===== src/hw/rtl/atrp_pkg.sv =====
// Shared types, codes and constants of the allocation-trace record parser.
// No dependencies; used by every module of the block but atrp_fifo, by scoped names.
package atrp_pkg;

  // Default parameter values and fixed field widths.
  localparam int unsigned WORD_CHARS_DEF   = 8;
  localparam int unsigned POINTER_BITS_DEF = 32;
  localparam int unsigned CHAR_Q_DEPTH     = 4;
  localparam int unsigned REC_Q_DEPTH      = 2;
  localparam int unsigned SIZE_W           = 63;
  localparam int unsigned PTR_W            = 32;
  localparam int unsigned WORD_BUF_W       = 56;

  // Characters with a meaning of their own.
  localparam logic [7:0] ASCII_LF    = 8'h0A;
  localparam logic [7:0] ASCII_TAB   = 8'h09;
  localparam logic [7:0] ASCII_SPACE = 8'h20;
  localparam logic [7:0] ASCII_0     = 8'h30;
  localparam logic [7:0] ASCII_9     = 8'h39;
  localparam logic [7:0] ASCII_LC_A  = 8'h61;
  localparam logic [7:0] ASCII_LC_F  = 8'h66;
  localparam logic [7:0] ASCII_UC_A  = 8'h41;
  localparam logic [7:0] ASCII_UC_F  = 8'h46;
  localparam logic [7:0] ASCII_LC_X  = 8'h78;
  localparam logic [7:0] ASCII_UC_X  = 8'h58;

  // Keywords packed one byte per character, last character lowest.
  localparam logic [WORD_BUF_W-1:0] KW_MALLOC  = 56'h00_4D414C4C4F43;
  localparam logic [WORD_BUF_W-1:0] KW_CALLOC  = 56'h00_43414C4C4F43;
  localparam logic [WORD_BUF_W-1:0] KW_REALLOC = 56'h52454_14C4C4F43;
  localparam logic [WORD_BUF_W-1:0] KW_FREE    = 56'h00_0000_46524545;
  localparam logic [3:0] KW_MALLOC_LEN  = 4'd6;
  localparam logic [3:0] KW_CALLOC_LEN  = 4'd6;
  localparam logic [3:0] KW_REALLOC_LEN = 4'd7;
  localparam logic [3:0] KW_FREE_LEN    = 4'd4;

  // Event kind codes as they appear on the result port.
  localparam logic [1:0] EV_MALLOC  = 2'd0;
  localparam logic [1:0] EV_CALLOC  = 2'd1;
  localparam logic [1:0] EV_REALLOC = 2'd2;
  localparam logic [1:0] EV_FREE    = 2'd3;

  typedef enum logic [1:0] {
    PH_LOC,
    PH_TYPE,
    PH_INPUT,
    PH_OUTPUT
  } phase_e;

  typedef enum logic [2:0] {
    K_MALLOC,
    K_CALLOC,
    K_REALLOC,
    K_FREE,
    K_NONE
  } kind_e;

  typedef enum logic [2:0] {
    ERR_NONE,
    ERR_BAD_KEYWORD,
    ERR_STRAY_SPACE,
    ERR_STRAY_TAB,
    ERR_OVERFLOW,
    ERR_NO_KIND,
    ERR_MISPLACED
  } err_e;

  typedef enum logic [1:0] {
    CC_NEWLINE,
    CC_TAB,
    CC_SPACE,
    CC_OTHER
  } chclass_e;

  // One classified character, as the front hands it to the back.
  typedef struct packed {
    chclass_e   cls;
    logic       is_dec;
    logic       is_hex;
    logic       is_x;
    logic [3:0] digit;
    logic [7:0] raw;
  } chr_t;

  // One result record.
  typedef struct packed {
    logic [1:0]        event_kind;
    logic [SIZE_W-1:0] alloc_size;
    logic [SIZE_W-1:0] member_count;
    logic [PTR_W-1:0]  old_pointer;
    logic [PTR_W-1:0]  new_pointer;
    err_e              error_code;
  } rec_t;

endpackage


===== src/hw/rtl/atrp_fifo.sv =====
// Small first-in first-out queue of register entries, used between stages.
// Depends on nothing; the entry type is a parameter.
module atrp_fifo #(
  parameter type         item_t = logic,
  parameter int unsigned Depth  = 2
) (
  input  logic  clk_i,
  input  logic  rst_ni,
  input  logic  push_i,
  input  item_t data_i,
  output logic  full_o,
  input  logic  pop_i,
  output item_t data_o,
  output logic  empty_o
);

  localparam int unsigned AddrW = $clog2(Depth);
  localparam int unsigned CntW  = $clog2(Depth + 1);

  item_t             mem_q [Depth];
  logic [AddrW-1:0]  wr_q, wr_d, rd_q, rd_d;
  logic [CntW-1:0]   cnt_q, cnt_d;
  logic              wr_en, rd_en;

  // Handshake qualification.
  assign full_o  = (cnt_q == CntW'(Depth));
  assign empty_o = (cnt_q == '0);
  assign wr_en   = push_i && !full_o;
  assign rd_en   = pop_i && !empty_o;
  assign data_o  = mem_q[rd_q];

  // Pointers wrap at the depth, which need not be a power of two.
  always_comb begin
    wr_d  = wr_q;
    rd_d  = rd_q;
    cnt_d = cnt_q;
    if (wr_en) begin
      wr_d = (wr_q == AddrW'(Depth - 1)) ? '0 : wr_q + 1'b1;
    end
    if (rd_en) begin
      rd_d = (rd_q == AddrW'(Depth - 1)) ? '0 : rd_q + 1'b1;
    end
    if (wr_en && !rd_en) begin
      cnt_d = cnt_q + 1'b1;
    end else if (rd_en && !wr_en) begin
      cnt_d = cnt_q - 1'b1;
    end
  end

  always_ff @(posedge clk_i or negedge rst_ni) begin
    if (!rst_ni) begin
      wr_q  <= '0;
      rd_q  <= '0;
      cnt_q <= '0;
    end else begin
      wr_q  <= wr_d;
      rd_q  <= rd_d;
      cnt_q <= cnt_d;
    end
  end

  // Entry storage holds payload only and needs no reset.
  always_ff @(posedge clk_i) begin
    if (wr_en) begin
      mem_q[wr_q] <= data_i;
    end
  end

endmodule


===== src/hw/rtl/atrp_front.sv =====
// Front of the trace parser: accepts characters, classifies them and queues them.
// Depends on atrp_pkg and atrp_fifo.
module atrp_front (
  input  logic           clk_i,
  input  logic           rst_ni,
  input  logic           push_i,
  input  logic [7:0]     ch_i,
  output logic           full_o,
  input  logic           pop_i,
  output atrp_pkg::chr_t chr_o,
  output logic           empty_o
);

  atrp_pkg::chr_t chr_in;
  logic           is_lc_hex, is_uc_hex;

  // Character class and digit values.
  always_comb begin
    chr_in.raw    = ch_i;
    chr_in.is_dec = (ch_i >= atrp_pkg::ASCII_0) && (ch_i <= atrp_pkg::ASCII_9);
    is_lc_hex     = (ch_i >= atrp_pkg::ASCII_LC_A) && (ch_i <= atrp_pkg::ASCII_LC_F);
    is_uc_hex     = (ch_i >= atrp_pkg::ASCII_UC_A) && (ch_i <= atrp_pkg::ASCII_UC_F);
    chr_in.is_hex = chr_in.is_dec || is_lc_hex || is_uc_hex;
    chr_in.is_x   = (ch_i == atrp_pkg::ASCII_LC_X) || (ch_i == atrp_pkg::ASCII_UC_X);
    // Letters a-f and A-F have low nibbles 1 to 6.
    chr_in.digit  = chr_in.is_dec ? ch_i[3:0] : 4'(ch_i[3:0] + 4'd9);
    if (ch_i == atrp_pkg::ASCII_LF) begin
      chr_in.cls = atrp_pkg::CC_NEWLINE;
    end else if (ch_i == atrp_pkg::ASCII_TAB) begin
      chr_in.cls = atrp_pkg::CC_TAB;
    end else if (ch_i == atrp_pkg::ASCII_SPACE) begin
      chr_in.cls = atrp_pkg::CC_SPACE;
    end else begin
      chr_in.cls = atrp_pkg::CC_OTHER;
    end
  end

  // Queue toward the back, so each side stalls on its own.
  atrp_fifo #(
    .item_t (atrp_pkg::chr_t),
    .Depth  (atrp_pkg::CHAR_Q_DEPTH)
  ) u_char_q (
    .clk_i   (clk_i),
    .rst_ni  (rst_ni),
    .push_i  (push_i),
    .data_i  (chr_in),
    .full_o  (full_o),
    .pop_i   (pop_i),
    .data_o  (chr_o),
    .empty_o (empty_o)
  );

endmodule


===== src/hw/rtl/atrp_back.sv =====
// Back of the trace parser: line state machine, number accumulators and records.
// Depends on atrp_pkg.
module atrp_back #(
  parameter int unsigned WORD_CHARS   = atrp_pkg::WORD_CHARS_DEF,
  parameter int unsigned POINTER_BITS = atrp_pkg::POINTER_BITS_DEF
) (
  input  logic           clk_i,
  input  logic           rst_ni,
  input  atrp_pkg::chr_t chr_i,
  input  logic           chr_valid_i,
  output logic           chr_pop_o,
  input  logic           rec_full_i,
  output logic           rec_push_o,
  output atrp_pkg::rec_t rec_o
);

  localparam int unsigned HexW = (POINTER_BITS < atrp_pkg::PTR_W) ?
                                 POINTER_BITS : atrp_pkg::PTR_W;
  localparam logic [4:0]  WordCap = 5'(WORD_CHARS);
  localparam int unsigned SW = atrp_pkg::SIZE_W;

  atrp_pkg::phase_e phase_q, phase_d;
  atrp_pkg::kind_e  kind_q, kind_d;
  logic [SW-1:0]    dec_q, dec_d;
  logic [HexW-1:0]  hex_q, hex_d;
  logic             dstop_q, dstop_d, hstop_q, hstop_d, dovf_q, dovf_d;
  logic [atrp_pkg::WORD_BUF_W-1:0] word_q, word_d;
  logic [3:0]       wlen_q, wlen_d, wlen_inc;
  logic [SW-1:0]    held_size_q, held_size_d, held_mem_q, held_mem_d;
  logic [HexW-1:0]  held_old_q, held_old_d;
  logic             discard_q, discard_d;

  logic             fire;
  atrp_pkg::err_e   err;
  logic             emit, restart, clr, to_type, to_input, to_output;
  logic             set_kind, take_size, take_mem, take_old, word_push, num_push;
  logic             kw_hit;
  atrp_pkg::kind_e  kw_kind;
  logic [SW+3:0]    dec_next;
  logic             dec_ovf;

  assign fire      = chr_valid_i && !rec_full_i;
  assign chr_pop_o = fire;

  // Keyword lookup on the collected word.
  always_comb begin
    kw_hit  = 1'b1;
    kw_kind = atrp_pkg::K_NONE;
    priority if (wlen_q == atrp_pkg::KW_MALLOC_LEN && word_q == atrp_pkg::KW_MALLOC) begin
      kw_kind = atrp_pkg::K_MALLOC;
    end else if (wlen_q == atrp_pkg::KW_CALLOC_LEN && word_q == atrp_pkg::KW_CALLOC) begin
      kw_kind = atrp_pkg::K_CALLOC;
    end else if (wlen_q == atrp_pkg::KW_REALLOC_LEN &&
                 word_q == atrp_pkg::KW_REALLOC) begin
      kw_kind = atrp_pkg::K_REALLOC;
    end else if (wlen_q == atrp_pkg::KW_FREE_LEN && word_q == atrp_pkg::KW_FREE) begin
      kw_kind = atrp_pkg::K_FREE;
    end else begin
      kw_hit = 1'b0;
    end
  end

  // Decimal step: ten times the value plus the digit, overflow past 63 bits.
  assign dec_next = {1'b0, dec_q, 3'b000} + {3'b000, dec_q, 1'b0} + {63'd0, chr_i.digit};
  assign dec_ovf  = |dec_next[SW+3:SW];
  assign wlen_inc = (wlen_q == 4'hF) ? wlen_q : wlen_q + 4'd1;

  // Decode one character into actions; an error blocks all other updates but a newline's restart.
  always_comb begin
    err       = atrp_pkg::ERR_NONE;
    emit      = 1'b0;
    restart   = 1'b0;
    clr       = 1'b0;
    to_type   = 1'b0;
    to_input  = 1'b0;
    to_output = 1'b0;
    set_kind  = 1'b0;
    take_size = 1'b0;
    take_mem  = 1'b0;
    take_old  = 1'b0;
    word_push = 1'b0;
    num_push  = 1'b0;
    if (fire) begin
      if (discard_q) begin
        restart = (chr_i.cls == atrp_pkg::CC_NEWLINE);
      end else begin
        unique case (chr_i.cls)
          atrp_pkg::CC_NEWLINE: begin
            restart = 1'b1;
            if (kind_q == atrp_pkg::K_NONE) begin
              err = atrp_pkg::ERR_NO_KIND;
            end else if ((kind_q == atrp_pkg::K_FREE) ? (phase_q != atrp_pkg::PH_INPUT)
                                                      : (phase_q != atrp_pkg::PH_OUTPUT)) begin
              err = atrp_pkg::ERR_MISPLACED;
            end else begin
              emit = 1'b1;
            end
          end
          atrp_pkg::CC_TAB: begin
            unique case (phase_q)
              atrp_pkg::PH_LOC: begin
                clr     = 1'b1;
                to_type = 1'b1;
              end
              atrp_pkg::PH_INPUT: begin
                if (kind_q == atrp_pkg::K_FREE) begin
                  err = atrp_pkg::ERR_MISPLACED;
                end else if (dovf_q) begin
                  err = atrp_pkg::ERR_OVERFLOW;
                end else begin
                  take_size = 1'b1;
                  clr       = 1'b1;
                  to_output = 1'b1;
                end
              end
              atrp_pkg::PH_TYPE, atrp_pkg::PH_OUTPUT: begin
                err = atrp_pkg::ERR_STRAY_TAB;
              end
            endcase
          end
          atrp_pkg::CC_SPACE: begin
            unique case (phase_q)
              atrp_pkg::PH_TYPE: begin
                if (kw_hit) begin
                  set_kind = 1'b1;
                  clr      = 1'b1;
                  to_input = 1'b1;
                end else begin
                  err = atrp_pkg::ERR_BAD_KEYWORD;
                end
              end
              atrp_pkg::PH_INPUT: begin
                if (kind_q == atrp_pkg::K_CALLOC) begin
                  if (dovf_q) begin
                    err = atrp_pkg::ERR_OVERFLOW;
                  end else begin
                    take_mem = 1'b1;
                    clr      = 1'b1;
                  end
                end else if (kind_q == atrp_pkg::K_REALLOC) begin
                  take_old = 1'b1;
                  clr      = 1'b1;
                end else begin
                  err = atrp_pkg::ERR_MISPLACED;
                end
              end
              atrp_pkg::PH_LOC, atrp_pkg::PH_OUTPUT: begin
                err = atrp_pkg::ERR_STRAY_SPACE;
              end
            endcase
          end
          atrp_pkg::CC_OTHER: begin
            unique case (phase_q)
              atrp_pkg::PH_TYPE: begin
                if ({1'b0, wlen_q} >= WordCap) begin
                  err = atrp_pkg::ERR_BAD_KEYWORD;
                end else begin
                  word_push = 1'b1;
                end
              end
              atrp_pkg::PH_INPUT, atrp_pkg::PH_OUTPUT: begin
                num_push = 1'b1;
              end
              atrp_pkg::PH_LOC: begin
                num_push = 1'b0;
              end
            endcase
          end
        endcase
      end
    end
  end

  // Line phase state machine: next state.
  always_comb begin
    phase_d = phase_q;
    if (restart) begin
      phase_d = atrp_pkg::PH_LOC;
    end else if (to_type) begin
      phase_d = atrp_pkg::PH_TYPE;
    end else if (to_input) begin
      phase_d = atrp_pkg::PH_INPUT;
    end else if (to_output) begin
      phase_d = atrp_pkg::PH_OUTPUT;
    end
  end

  // Line phase state machine: record output for the result queue.
  always_comb begin
    rec_push_o = fire && (emit || (err != atrp_pkg::ERR_NONE));
    rec_o      = '0;
    rec_o.error_code = err;
    if (emit) begin
      rec_o.event_kind   = kind_q[1:0];
      rec_o.alloc_size   = (kind_q == atrp_pkg::K_FREE) ? '0 : held_size_q;
      rec_o.member_count = (kind_q == atrp_pkg::K_CALLOC) ? held_mem_q : '0;
      rec_o.old_pointer  = (kind_q == atrp_pkg::K_REALLOC) ?
                           atrp_pkg::PTR_W'(held_old_q) : '0;
      rec_o.new_pointer  = atrp_pkg::PTR_W'(hex_q);
    end
  end

  // Field accumulators, keyword buffer and held fields.
  always_comb begin
    kind_d      = kind_q;
    dec_d       = dec_q;
    hex_d       = hex_q;
    dstop_d     = dstop_q;
    hstop_d     = hstop_q;
    dovf_d      = dovf_q;
    word_d      = word_q;
    wlen_d      = wlen_q;
    held_size_d = held_size_q;
    held_mem_d  = held_mem_q;
    held_old_d  = held_old_q;
    discard_d   = discard_q;

    if (err != atrp_pkg::ERR_NONE) begin
      discard_d = 1'b1;
    end
    if (set_kind) begin
      kind_d = kw_kind;
    end
    if (take_size) begin
      held_size_d = dec_q;
    end
    if (take_mem) begin
      held_mem_d = dec_q;
    end
    if (take_old) begin
      held_old_d = hex_q;
    end

    // Keyword characters shift in at the low end.
    if (word_push) begin
      word_d = {word_q[atrp_pkg::WORD_BUF_W-9:0], chr_i.raw};
      wlen_d = wlen_inc;
    end

    // Number characters feed the decimal and hex readings side by side.
    if (num_push) begin
      wlen_d = wlen_inc;
      if (!dstop_q) begin
        if (chr_i.is_dec) begin
          if (!dovf_q) begin
            if (dec_ovf) begin
              dovf_d = 1'b1;
            end else begin
              dec_d = dec_next[SW-1:0];
            end
          end
        end else begin
          dstop_d = 1'b1;
        end
      end
      if (!hstop_q) begin
        if (chr_i.is_hex) begin
          hex_d = {hex_q[HexW-5:0], chr_i.digit};
        end else if (!(chr_i.is_x && wlen_q == 4'd1 && hex_q == '0)) begin
          hstop_d = 1'b1;
        end
      end
    end

    if (clr || restart) begin
      dec_d   = '0;
      hex_d   = '0;
      dstop_d = 1'b0;
      hstop_d = 1'b0;
      dovf_d  = 1'b0;
      word_d  = '0;
      wlen_d  = '0;
    end
    // A newline starts a fresh line, also after a dropped one.
    if (restart) begin
      kind_d      = atrp_pkg::K_NONE;
      held_size_d = '0;
      held_mem_d  = '0;
      held_old_d  = '0;
      discard_d   = 1'b0;
    end
  end

  always_ff @(posedge clk_i or negedge rst_ni) begin
    if (!rst_ni) begin
      phase_q     <= atrp_pkg::PH_LOC;
      kind_q      <= atrp_pkg::K_NONE;
      dec_q       <= '0;
      hex_q       <= '0;
      dstop_q     <= 1'b0;
      hstop_q     <= 1'b0;
      dovf_q      <= 1'b0;
      word_q      <= '0;
      wlen_q      <= '0;
      held_size_q <= '0;
      held_mem_q  <= '0;
      held_old_q  <= '0;
      discard_q   <= 1'b0;
    end else begin
      phase_q     <= phase_d;
      kind_q      <= kind_d;
      dec_q       <= dec_d;
      hex_q       <= hex_d;
      dstop_q     <= dstop_d;
      hstop_q     <= hstop_d;
      dovf_q      <= dovf_d;
      word_q      <= word_d;
      wlen_q      <= wlen_d;
      held_size_q <= held_size_d;
      held_mem_q  <= held_mem_d;
      held_old_q  <= held_old_d;
      discard_q   <= discard_d;
    end
  end

endmodule


===== src/hw/rtl/alloc_trace_record_parser.sv =====
// Allocation-trace record parser, top level. Takes one character word per cycle while full is low.
// Throughput: one character per cycle, sustained while results are taken as fast.
// A record reaches the result ports through the character queue, the combinational parse
// logic of the back and the result queue.
// Reset clears both queues and all line state at once; no clearing pass is needed.
// Depends on atrp_pkg, atrp_front, atrp_back and atrp_fifo.
module alloc_trace_record_parser #(
  parameter int unsigned WORD_CHARS   = atrp_pkg::WORD_CHARS_DEF,
  parameter int unsigned POINTER_BITS = atrp_pkg::POINTER_BITS_DEF
) (
  input  logic        clk_i,
  input  logic        rst_ni,
  input  logic        push,
  output logic        full,
  input  logic [7:0]  ch_i,
  output logic        empty,
  input  logic        pop,
  output logic [1:0]  event_kind_o,
  output logic [62:0] alloc_size_o,
  output logic [62:0] member_count_o,
  output logic [31:0] old_pointer_o,
  output logic [31:0] new_pointer_o,
  output logic [2:0]  error_code_o
);

  atrp_pkg::chr_t chr;
  logic           chr_empty, chr_pop;
  atrp_pkg::rec_t rec_in, rec_out;
  logic           rec_push, rec_full;

  // Front: accept and classify.
  atrp_front u_front (
    .clk_i   (clk_i),
    .rst_ni  (rst_ni),
    .push_i  (push),
    .ch_i    (ch_i),
    .full_o  (full),
    .pop_i   (chr_pop),
    .chr_o   (chr),
    .empty_o (chr_empty)
  );

  // Back: parse the line and build records.
  atrp_back #(
    .WORD_CHARS   (WORD_CHARS),
    .POINTER_BITS (POINTER_BITS)
  ) u_back (
    .clk_i       (clk_i),
    .rst_ni      (rst_ni),
    .chr_i       (chr),
    .chr_valid_i (!chr_empty),
    .chr_pop_o   (chr_pop),
    .rec_full_i  (rec_full),
    .rec_push_o  (rec_push),
    .rec_o       (rec_in)
  );

  // Result queue keeps the parser running while a record waits.
  atrp_fifo #(
    .item_t (atrp_pkg::rec_t),
    .Depth  (atrp_pkg::REC_Q_DEPTH)
  ) u_rec_q (
    .clk_i   (clk_i),
    .rst_ni  (rst_ni),
    .push_i  (rec_push),
    .data_i  (rec_in),
    .full_o  (rec_full),
    .pop_i   (pop),
    .data_o  (rec_out),
    .empty_o (empty)
  );

  assign event_kind_o   = rec_out.event_kind;
  assign alloc_size_o   = rec_out.alloc_size;
  assign member_count_o = rec_out.member_count;
  assign old_pointer_o  = rec_out.old_pointer;
  assign new_pointer_o  = rec_out.new_pointer;
  assign error_code_o   = rec_out.error_code;

endmodule


===== config.mk =====
export PLATFORM = sky130hd
export DESIGN_NAME = alloc_trace_record_parser
export DESIGN_NICKNAME = d
export VERILOG_FILES = /design/src/hw/rtl/atrp_pkg.sv /design/src/hw/rtl/atrp_fifo.sv /design/src/hw/rtl/atrp_front.sv /design/src/hw/rtl/atrp_back.sv /design/src/hw/rtl/alloc_trace_record_parser.sv
export SDC_FILE = /design/constraint.sdc
export NUM_CORES = 1
export LEC_CHECK = 0
export ABC_AREA = 0
export ABC_CLOCK_PERIOD_IN_PS = 13100
export BUFFER_PORTS_ARGS = -buffer_cell sky130_fd_sc_hd__buf_2
export CAP_MARGIN = 40
export CORE_MARGIN = 4
export CORE_UTILIZATION = 25
export CTS_BUF_LIST = sky130_fd_sc_hd__clkbuf_4
export DETAILED_ROUTE_END_ITERATION = 16
export PLACE_DENSITY = 0.51
export SLEW_MARGIN = 10
export SYNTH_ARGS = -nofsm -noshare
export SYNTH_HDL_FRONTEND = slang
export SYNTH_SLANG_ARGS = --single-unit

===== constraint.sdc =====
create_clock -name clk_i -period 13.1 [get_ports clk_i]
set_input_delay 0 -clock clk_i [delete_from_list [all_inputs] [get_ports clk_i]]
set_output_delay 0 -clock clk_i [all_outputs]
set_load 0.02 [all_outputs]

Yosys cells after proc, flatten, opt, wreduce, memory -nomap -nowiden:

Memory sizes are Yosys's and may differ from the RTL's.
Cells that the tools add are included.

* input bits: 12
* memories kept: 2
* RAM bits: 458
* output and inout port bits: 197
* word-level logic and storage cells: 269
* bits in registers: 333

Memories
* u_rec_q.mem_q: depth 2, bits a word 195, rd ports 1, clocked after memory_dff 0, write ports 1, line atrp_fifo.sv:20 `item_t mem_q [Depth];`
* u_front.u_char_q.mem_q: depth 4, bits a word 17, rd ports 1, clocked after memory_dff 0, write ports 1, line atrp_fifo.sv:20

* reduce and logical (&&, ||, !) cells: 58
* $add $sub $neg: 12
* multiplexer cells: 137
* equality and inequality tests: 34
* order comparisons: 7

Operators by type and width (count)
* 63-bit two-way mux: 12
* 32-bit two-way mux: 7
* 192-bit two-way mux: 1
* 56-bit by 47-bit == test with 1-bit output, second input constant: 2
* 56-bit two-way mux: 2
* 1-bit two-way mux: 77
* 66-bit by 64-bit adder with 67-bit output: 1
* 67-bit by 4-bit adder with 67-bit output: 1
* 56-bit by 31-bit == test with 1-bit output, second input constant: 1
* 56-bit by 55-bit == test with 1-bit output, second input constant: 1
* 3-bit two-way mux: 17
* 32-bit zero test: 1
* 2-bit nonzero test: 11
* 2-bit two-way mux: 10
* 4-bit two-way mux: 5
* 1-bit logical AND: 19
* 8-bit by 4-bit == test with 1-bit output, second input constant: 2
* 8-bit by 7-bit == test with 1-bit output, second input constant: 2
* 8-bit by 7-bit greater-or-equal comparator with 1-bit output, second input constant: 2
* 8-bit by 7-bit <= comparator with 1-bit output, second input constant: 2
* 2-bit == test, second input constant: 7
* 4-bit by 3-bit == test with 1-bit output, second input constant: 3
* 2-bit inequality test, second input constant: 6
* 3-bit case mux with 4 select lines: 1
* 30 further kinds: 55

Depth between registers and ports, before layout:

Gate-level depths: netlist (run 1).

* depth after elaboration: 19
* mapped depth: 18
* depth with buffers taken out: 15

Modules after synthesis:

Synthesis (run 1) repeated with hierarchy kept, for this count alone.

* cell total of the unflattened synthesis: 3230
* area total of the unflattened synthesis: 38189.1 µm²

By module, submodules not included
* atrp_back: seq. area each 8059.0 µm², instances 1, area each 20134.3 µm², cells each 2445
* atrp_fifo at u_rec_q: seq. area each 11811.3 µm², instances 1, area each 14845.5 µm², cells each 626
* atrp_fifo at u_front.u_char_q: seq. area each 2217.1 µm², instances 1, area each 2917.8 µm², cells each 126
* atrp_front: seq. area each 0.0 µm², instances 1, area each 287.8 µm², cells each 32
* alloc_trace_record_parser: seq. area each 0.0 µm², instances 1, area each 3.8 µm², cells each 1

Worst setup path after synthesis (run 1):

Ideal clock, no wire load.

* path kind: flip-flop to flip-flop
* start point: reg u_front.u_char_q.rd_q[0]
* end point: mem u_rec_q.mem_q[0][0] (netlist bit), enable pin
* buffers on the path: 2
* cell stages (with the launch flop): 14
* slack: 671 ps
* arrival: 11652 ps
* data required time: 12323 ps
* clock period less this slack: 12429 ps
* setup time: 777 ps
* cells stage by stage: dfrtp_1 > buf_2 > clkbuf_1 > mux4_2 > inv_1 > ha_1 > inv_1 > o32ai_1 > nand2_1 > mux2_2 > nor3_1 > nor3_1 > nand2b_1 > nor2b_1

RTL lines
* start, declared: line atrp_fifo.sv:21 `logic [AddrW-1:0] wr_q, wr_d, rd_q, rd_d;`
* start signal, assigned: line atrp_fifo.sv:57 `rd_q <= rd_d;`
* end, declared: line atrp_fifo.sv:20

Worst setup path in the final report (run 1):

* start point: reg u_front.u_char_q.rd_q[1]
* end point: reg u_back.dec_q[20]

* word-level cells in the longest chain between the ends: 8
* elaborated cells on any way between the ends: 29
* those cells by class: add/sub: 1; eq/ne: 6; mux: 15; reduce/logical: 6; memory: 1

Ends and longest elaborated chain
* memory read 4 x 17 bit *
* 67-bit by 4-bit adder with 67-bit output, or another cell as far along: line atrp_back.sv:64 `assign dec_next = {1'b0, dec_q, 3'b000} + {3'b000, dec_q, 1'b0} + {63'd0, chr_i.digit};`
* 63-bit two-way mux, or another cell as far along: line atrp_back.sv:246 `if (dec_ovf) begin`
* 63-bit two-way mux or 1-bit two-way mux (tied branches): line atrp_back.sv:245, atrp_back.sv:84
* 63-bit two-way mux or 1-bit two-way mux (tied branches): line atrp_back.sv:244, atrp_back.sv:83
* 63-bit two-way mux or 1-bit logical OR (tied branches): line atrp_back.sv:243, atrp_back.sv:265
* 63-bit two-way mux, or another cell as far along: line atrp_back.sv:241 `if (num_push) begin`
* 63-bit two-way mux or 5-bit AND reduction (tied branches)
* end signal, assigned: line atrp_back.sv:288 `dec_q <= '0;`
* end signal, assigned: line atrp_back.sv:302 `dec_q <= dec_d;`
* end, declared: line atrp_back.sv:24 `logic [SW-1:0] dec_q, dec_d;`

Mark *: on every way between the ends. The rest lies on a longest branch, timed or not. The select of a mux whose other input is x is not followed.
A chain may end at the register's enable or synchronous reset.

==> results_dict.tcl, run 1 <==
set metrics [dict create \
    end_kind "flip-flop" \
    die_height_um 394 \
    layout.nets 3637 \
    grt_max_degree 152 \
    place.gp.congestion 0.830 \
    viasPerCell 4.57 \
    yosysMostFrequentCell "nand2_1" \
    multi_input_area_um2 14300 \
    yosys-top-cells-count "nand2_1 (617), edfxtp_1 (458), dfrtp_1 (332), a21oi_1 (322), and2_1 (206)" \
    period_needed_ns 5.75 \
    startpoint_type "flip-flop" \
    detail-route-antenna-nets 0 \
    numClockSinks 791 \
    crit_start "u_front.u_char_q.rd_q[1]$_DFFE_PN0P_" \
    grt_antenna_before_repair 4 \
    worst_pin_slew_ns 1.10 \
    hpwl_um 66900 \
    min_path_type "primary input to flip-flop" \
    cts_max_path_buffers 3 \
    fmax_ghz 0.174 \
    ys_top_cells_by_area "edfxtp_1 (37%), dfrtp_1 (22%), nand2_1 (6.2%)" \
    critical_path_class "flip-flop to flip-flop" \
    relSlewSlack_pct 27.0 \
    cts_root_buf "clkbuf_4" \
    fin_setup_tns_ns 0 \
    numCtsBuffers 203 \
    htreeDepth 4 \
    rsz0062_at_grt "no" \
    area.sequential_um2 22100 \
    drv_cap 0 \
    yosys.area.top_type_share_pct 37.0 \
    period_share_pct 43.9 \
    syn_to_final_growth_pct 17.4 \
    grt_overflow 0 \
    total_power_mw 8.64 \
    clkLatencyLatePin_ns 1.15 \
    synth.ff_latch_count 791 \
    rr_worst_depth 16 \
    cp.required_ns 14.04 \
    grt_pass1_wl_um 158000 \
    reg2reg_from "u_front.u_char_q.rd_q[1]$_DFFE_PN0P_" \
    finalSetupViolations 0 \
    drtIter0Drc 1387 \
    n_fill_cell 15300 \
    powerDensity_nw_per_um2 198 \
    synth-main-ff-cell "edfxtp_1" \
    async_flop_share_pct 42.1 \
    portBuffers 208 \
    path_clk_slew_ns 0.08 \
    clock_skew_ns 0.112 \
    die_w_um 394 \
    wl_per_cell_um 18.2 \
    grt_usage_pct 13.0 \
    via_count 25500 \
    initial_core_util_pct 25.2 \
    yosysTopAreaCell "edfxtp_1" \
    yosys_warnings 0 \
    synth_cells 3163 \
    drt-pass1-iter-count 5 \
    drv_slew 0 \
    power.leakage_nw 17.3 \
    reg2reg_slack_ns 7.35 \
    ir_drop_mv 0.115 \
    crit_path_end "u_back.dec_q[20]$_DFFE_PN0P_" \
    synth_edf_count 458 \
    netlist_area_um2 37200 \
    yosysSeqAreaShare_pct 59.4 \
    r2r_end "u_back.dec_q[20]$_DFFE_PN0P_" \
    worstPathArrival_ns 6.69 \
    hold_viol_final 0 \
    die_area_um2 155000 \
    status "finished clean" \
    rows 141 \
    drc 0 \
    cts_tree "built" \
    syn_avg_cell_area_um2 11.8 \
    crit_fanout 57 \
    postCtsSetupBuffers 0 \
    syn-num-nets 3330 \
    totalWireLength_um 102000 \
    grt_pass1_vias 26100 \
    drive_gt1_share_pct 23.8 \
    ys_types 92 \
    coreArea_um2 148000 \
    ios 209 \
]
-- sequential cells by signal, indices dropped and copies added (netlist names), 2 cells and up --
name,flops
u_back.dec_q,63
u_rec_q.mem_q,390
u_rec_q.cnt_q,2
u_front.u_char_q.rd_q,2
u_back.held_mem_q,63
u_back.wlen_q,4
u_front.u_char_q.wr_q,2
u_back.held_old_q,32
u_front.u_char_q.mem_q,68
u_back.kind_q,3
u_back.word_q,56
u_back.phase_q,2
u_front.u_char_q.cnt_q,3
u_back.hex_q,32
u_back.held_size_q,63
-- per-stage QoR --
step	utilization [%]	std cells	setup slack (ns)	hold WS, ns	cell area [um^2]
floorplan	-	3163	0.671	-0.296	37200
global placement	27.2	5147	7.50	0.0841	40200
detailed placement	27.5	5165	7.39	0.0833	40600
CTS	29.6	5576	7.34	0.302	43700
global route	29.6	5577	6.93	0.367	43700
finish	29.6	5577	7.35	0.429	43700
-- critical path, stage by stage (launching register included) --
cell and delay, ns:
dfrtp_1 0.89, mux4_2 0.41, inv_1 0.16, fa_1 0.46, fa_1 0.45, nand2b_1 0.20, a21oi_1 0.22, o2111ai_1 0.30
o21ai_1 0.32, a41oi_2 0.37, a2111oi_2 0.49, o21ai_2 0.22, buf_6 0.21, o21ai_4 0.08, buf_4 0.53, o211ai_1 0.14
o41ai_1 0.09
-- cell type report --
| cell class | instances | area share (%) |
|---|---|---|
| Sequential cell | 791 | 50.6 |
| Multi-Input combinational cell | 2151 | 32.7 |
| Clock buffer | 324 | 5.57 |
| Tap cell | 1930 | 5.53 |
| Timing Repair Buffer | 289 | 4.57 |
| Clock inverter | 57 | 0.770 |
| Inverter | 34 | 0.292 |
| Antenna cell | 1 | 0.00573 |
-- cell families (layout without fill, tap and decap cells) --
kind of cell               after synthesis  after routing  share of synthesized area [%]
buffers and inverters                  221            704                           2.46
muxes                                  223            223                           7.24
AOI/OAI and AO/OA                      629            629                           10.4
DFF                                    791            791                           59.4
xor gates and xnor gates                67             67                           1.58
other                                    0              1                              0
and+or+nand+nor                       1077           1077                           13.7
adders and majority gates              155            155                           5.27
-- worst min path at each step --
stage,end,from,cells past startpoint
6_report,u_front.u_char_q.mem_q[2][7]$_DFFE_PP_,ch_i[7],3
4_1_cts,u_front.u_char_q.mem_q[2][7]$_DFFE_PP_,ch_i[7],3
5_1_grt,u_front.u_char_q.mem_q[2][7]$_DFFE_PP_,ch_i[7],3
3_5_place_dp,u_front.u_char_q.cnt_q[2]$_DFFE_PN0P_,rst_ni,1
2_1_floorplan,u_back.dec_q[0]$_DFFE_PN0P_,rst_ni,0
3_3_place_gp,u_front.u_char_q.cnt_q[1]$_DFFE_PN0P_,rst_ni,1
-- layout by cell type (no fill, tap or decap), drive strengths merged, types with 9 or more instances in the layout --
cell,netlist,final
a211oi,12,12
a21o,22,22
a21oi,322,322
a31oi,19,19
and2,206,206
and3,9,9
buf,49,260
clkbuf,138,324
clkinv,0,47
dfrtp,332,332
dlygate4sd3,0,29
edfxtp,458,458
ha,152,152
inv,34,38
mux2,200,200
mux4,17,17
nand2,618,618
nand2b,13,13
nand3,19,19
nand4,48,48
nor2,74,74
nor2b,10,10
nor3,21,21
nor4,15,15
nor4b,9,9
o211ai,37,37
o21a,11,11
o21ai,104,104
o21bai,12,12
o22ai,11,11
o41ai,28,28
xnor2,46,46
xor2,21,21
-- power by group --
| group | internal [mW] | switching [mW] | total, mW |
|---|---|---|---|
| Sequential | 3.31 | 0.189 | 3.50 |
| Clock | 1.18 | 1.03 | 2.21 |
| Combinational | 0.957 | 1.97 | 2.92 |
| Total | 5.45 | 3.19 | 8.64 |
-- layer usage --
layer  GRT usage (%)  routed length [um]  vias to the layer above
met4            4.24                2090                        0
met2            20.7               47100                      553
met1            17.3               47000                    12600
met3            3.17                5540                      152
met5               0                   0                        -
li1                -                   -                    12200
-- timing repair --
action                                 4_1_cts  5_1_grt
endpoints found under the hold margin      423        0
gates resized for setup                      0        0
hold buffers                                30        0
Note: power is estimated with default switching activity, not from simulation.
==> run 2, diff against run 1 <==
ABC_CLOCK_PERIOD_IN_PS = 5400   (was 13100)
PLACE_DENSITY = 0.49   (was 0.51)
clock period = 5.4 ns   (was 13.1 ns; I/O delays follow)
==> run 2 against run 1 <==
  * Maximum frequency rose by 14%
  * Flip-flop and latch count did not move
  * Non-clock buffer count rose by 3
  * Sequential share of layout area fell by 0.20 points
  * Register-to-register slack got worse by 7.0 ns
  * Critical path type unchanged
  * Clock skew fell by 0.020 ns
  * Clock power rose by 150%
  * Power rose by 140%
==> results_dict.tcl, run 2 (synthesized netlist as in run 1, its figures left out) <==
set metrics [dict create \
    status "finished clean" \
    numClockSinks 791 \
    powerDensity_nw_per_um2 480 \
    ir_drop_mv 0.300 \
    finalSetupViolations 0 \
    multi_input_area_um2 14300 \
    worst_pin_slew_ns 0.867 \
    total_power_mw 21.1 \
    min-delay-start "pop" \
    area.sequential_um2 22100 \
    postCtsSetupBuffers 0 \
    largest_register_ffs 390 \
    final_cell_mix "nand2_1 (616), edfxtp_1 (458), clkbuf_4 (342)" \
    wl_per_cell_um 18.4 \
    hold_slack_ns 0.357 \
    rsz0062_at_grt "no" \
    n_fill_cell 15300 \
    rows 141 \
    reg2reg_slack_ns 0.37 \
    drv_cap 0 \
    detail-route-antenna-nets 0 \
    worstPathArrival_ns 6.00 \
    cp.required_ns 6.37 \
    placed_area_um2 40700 \
    syn_to_final_growth_pct 17.9 \
    layout.nets 3645 \
    initial_core_util_pct 25.2 \
    post-route-util_pct 29.7 \
    r2r_end "u_back.dec_q[38]$_DFFE_PN0P_" \
    ios 209 \
    period_share_pct 93.2 \
    drtIter0Drc 1592 \
    hold_path_end "u_rec_q.rd_q$_DFFE_PN0P_" \
    cts_max_path_buffers 3 \
    cts_tree "built" \
    place.gp.congestion 0.823 \
    drive_gt1_share_pct 24.5 \
    die_area_um2 155000 \
    rr_worst_depth 14 \
    totalWireLength_um 103000 \
    viasPerCell 4.58 \
    power.leakage_nw 17.4 \
    path_clk_slew_ns 0.07 \
    crit_fanout 13 \
    portBuffers 208 \
    setup_slack_ns 0.365 \
    drt-pass1-iter-count 7 \
    relSlewSlack_pct 42.2 \
    reg2reg_from "u_front.u_char_q.rd_q[0]$_DFFE_PN0P_" \
    reg_top3 "u_rec_q.mem_q: 390 flops, u_front.u_char_q.mem_q: 68 flops" \
    cts_root_buf "clkbuf_4" \
    fmax_ghz 0.199 \
    grt_max_degree 141 \
    grt_overflow 0 \
    numCtsBuffers 207 \
    top_register "u_rec_q.mem_q" \
    grt_pass1_vias 26000 \
    via_count 25600 \
    layout_commonest_cell "nand2_1" \
    startpoint_type "flip-flop" \
    hold_depth 5 \
    end_kind "flip-flop" \
    coreArea_um2 148000 \
    grt_pass1_wl_um 159000 \
    drc 0 \
    htreeDepth 4 \
    drv_slew 0 \
    critical_path_class "flip-flop to flip-flop" \
    design_area_um2 43900 \
    grt_antenna_before_repair 5 \
    post-place-ws_ns 0.331 \
    clock_skew_ns 0.0926 \
    die_w_um 394 \
    hold_viol_final 0 \
    die_height_um 394 \
    grt_usage_pct 13.0 \
    hpwl_um 68200 \
    min_path_type "primary input to flip-flop" \
    period_needed_ns 5.03 \
    clkLatencyLatePin_ns 1.14 \
]
==> run 2: worst max-delay path by stage <==
stage	start	endpoint	slack, ns	cells after the start
final	u_front.u_char_q.rd_q[0]$_DFFE_PN0P_	u_back.dec_q[38]$_DFFE_PN0P_	0.37	14
after detailed placement	u_front.u_char_q.rd_q[0]$_DFFE_PN0P_	u_back.dec_q[61]$_DFFE_PN0P_	0.33	14
after floorplan	u_front.u_char_q.rd_q[0]$_DFFE_PN0P_	u_rec_q.mem_q[0][0]$_DFFE_PP_	-0.45	13
after global routing	u_front.u_char_q.rd_q[0]$_DFFE_PN0P_	u_back.dec_q[19]$_DFFE_PN0P_	0.05	15
after global placement	u_front.u_char_q.rd_q[0]$_DFFE_PN0P_	u_back.dec_q[59]$_DFFE_PN0P_	0.44	14
after CTS	u_front.u_char_q.rd_q[0]$_DFFE_PN0P_	u_back.dec_q[61]$_DFFE_PN0P_	0.26	14
==> run 2: power by group <==
part           switching, mW  internal (mW)  leakage (nW)
logic                   4.76           2.35          6.75
clock network           2.55           2.91          1.70
registers              0.466           8.02          8.92
==> run 2: repair_timing <==
action | CTS | global route
endpoints found under the hold margin | 477 | 0
setup endpoints to repair | 0 | 8
hold buffers | 27 | 0
gates resized for setup | 0 | 1
==> run 2: cell type report <==
type,count,share of cell area (%)
flip-flops and latches,791,50.4
well taps,1930,5.50
clock inverters,47,0.585
inverters,34,0.291
clock buffers,342,5.85
multi-input cells,2152,32.7
repair buffers,292,4.69
diodes,2,0.0114
==> run 2: critical path: stages (launching register included) <==
cell and delay, ns:
dfrtp_1 0.47, mux4_2 0.54, inv_1 0.13, fa_1 0.44, fa_1 0.45, nand2b_1 0.20
a21oi_1 0.20, o2111ai_1 0.30, o311ai_4 0.38, a31oi_1 0.20, o21a_1 0.23, a31oi_1 0.32
o21ai_4 0.15, nor2_2 0.65, o21ai_0 0.19
==> run 2: routing by layer <==
metal	global-route usage, %	share of wire [%]	vias to the layer above
met5	0	0	-
met4	3.86	1.9	0
met3	3.52	5.8	155
met2	20.7	46	555
met1	17.4	46	12700
li1	-	-	12200
==> run 2: metrics by stage <==
stage          setup TNS (ns)  instances
2_1_floorplan          -86.78       3163
3_3_place_gp                0       5161
3_5_place_dp                0       5171
4_1_cts                     0       5587
5_1_grt                     0       5589
6_report                    0       5590
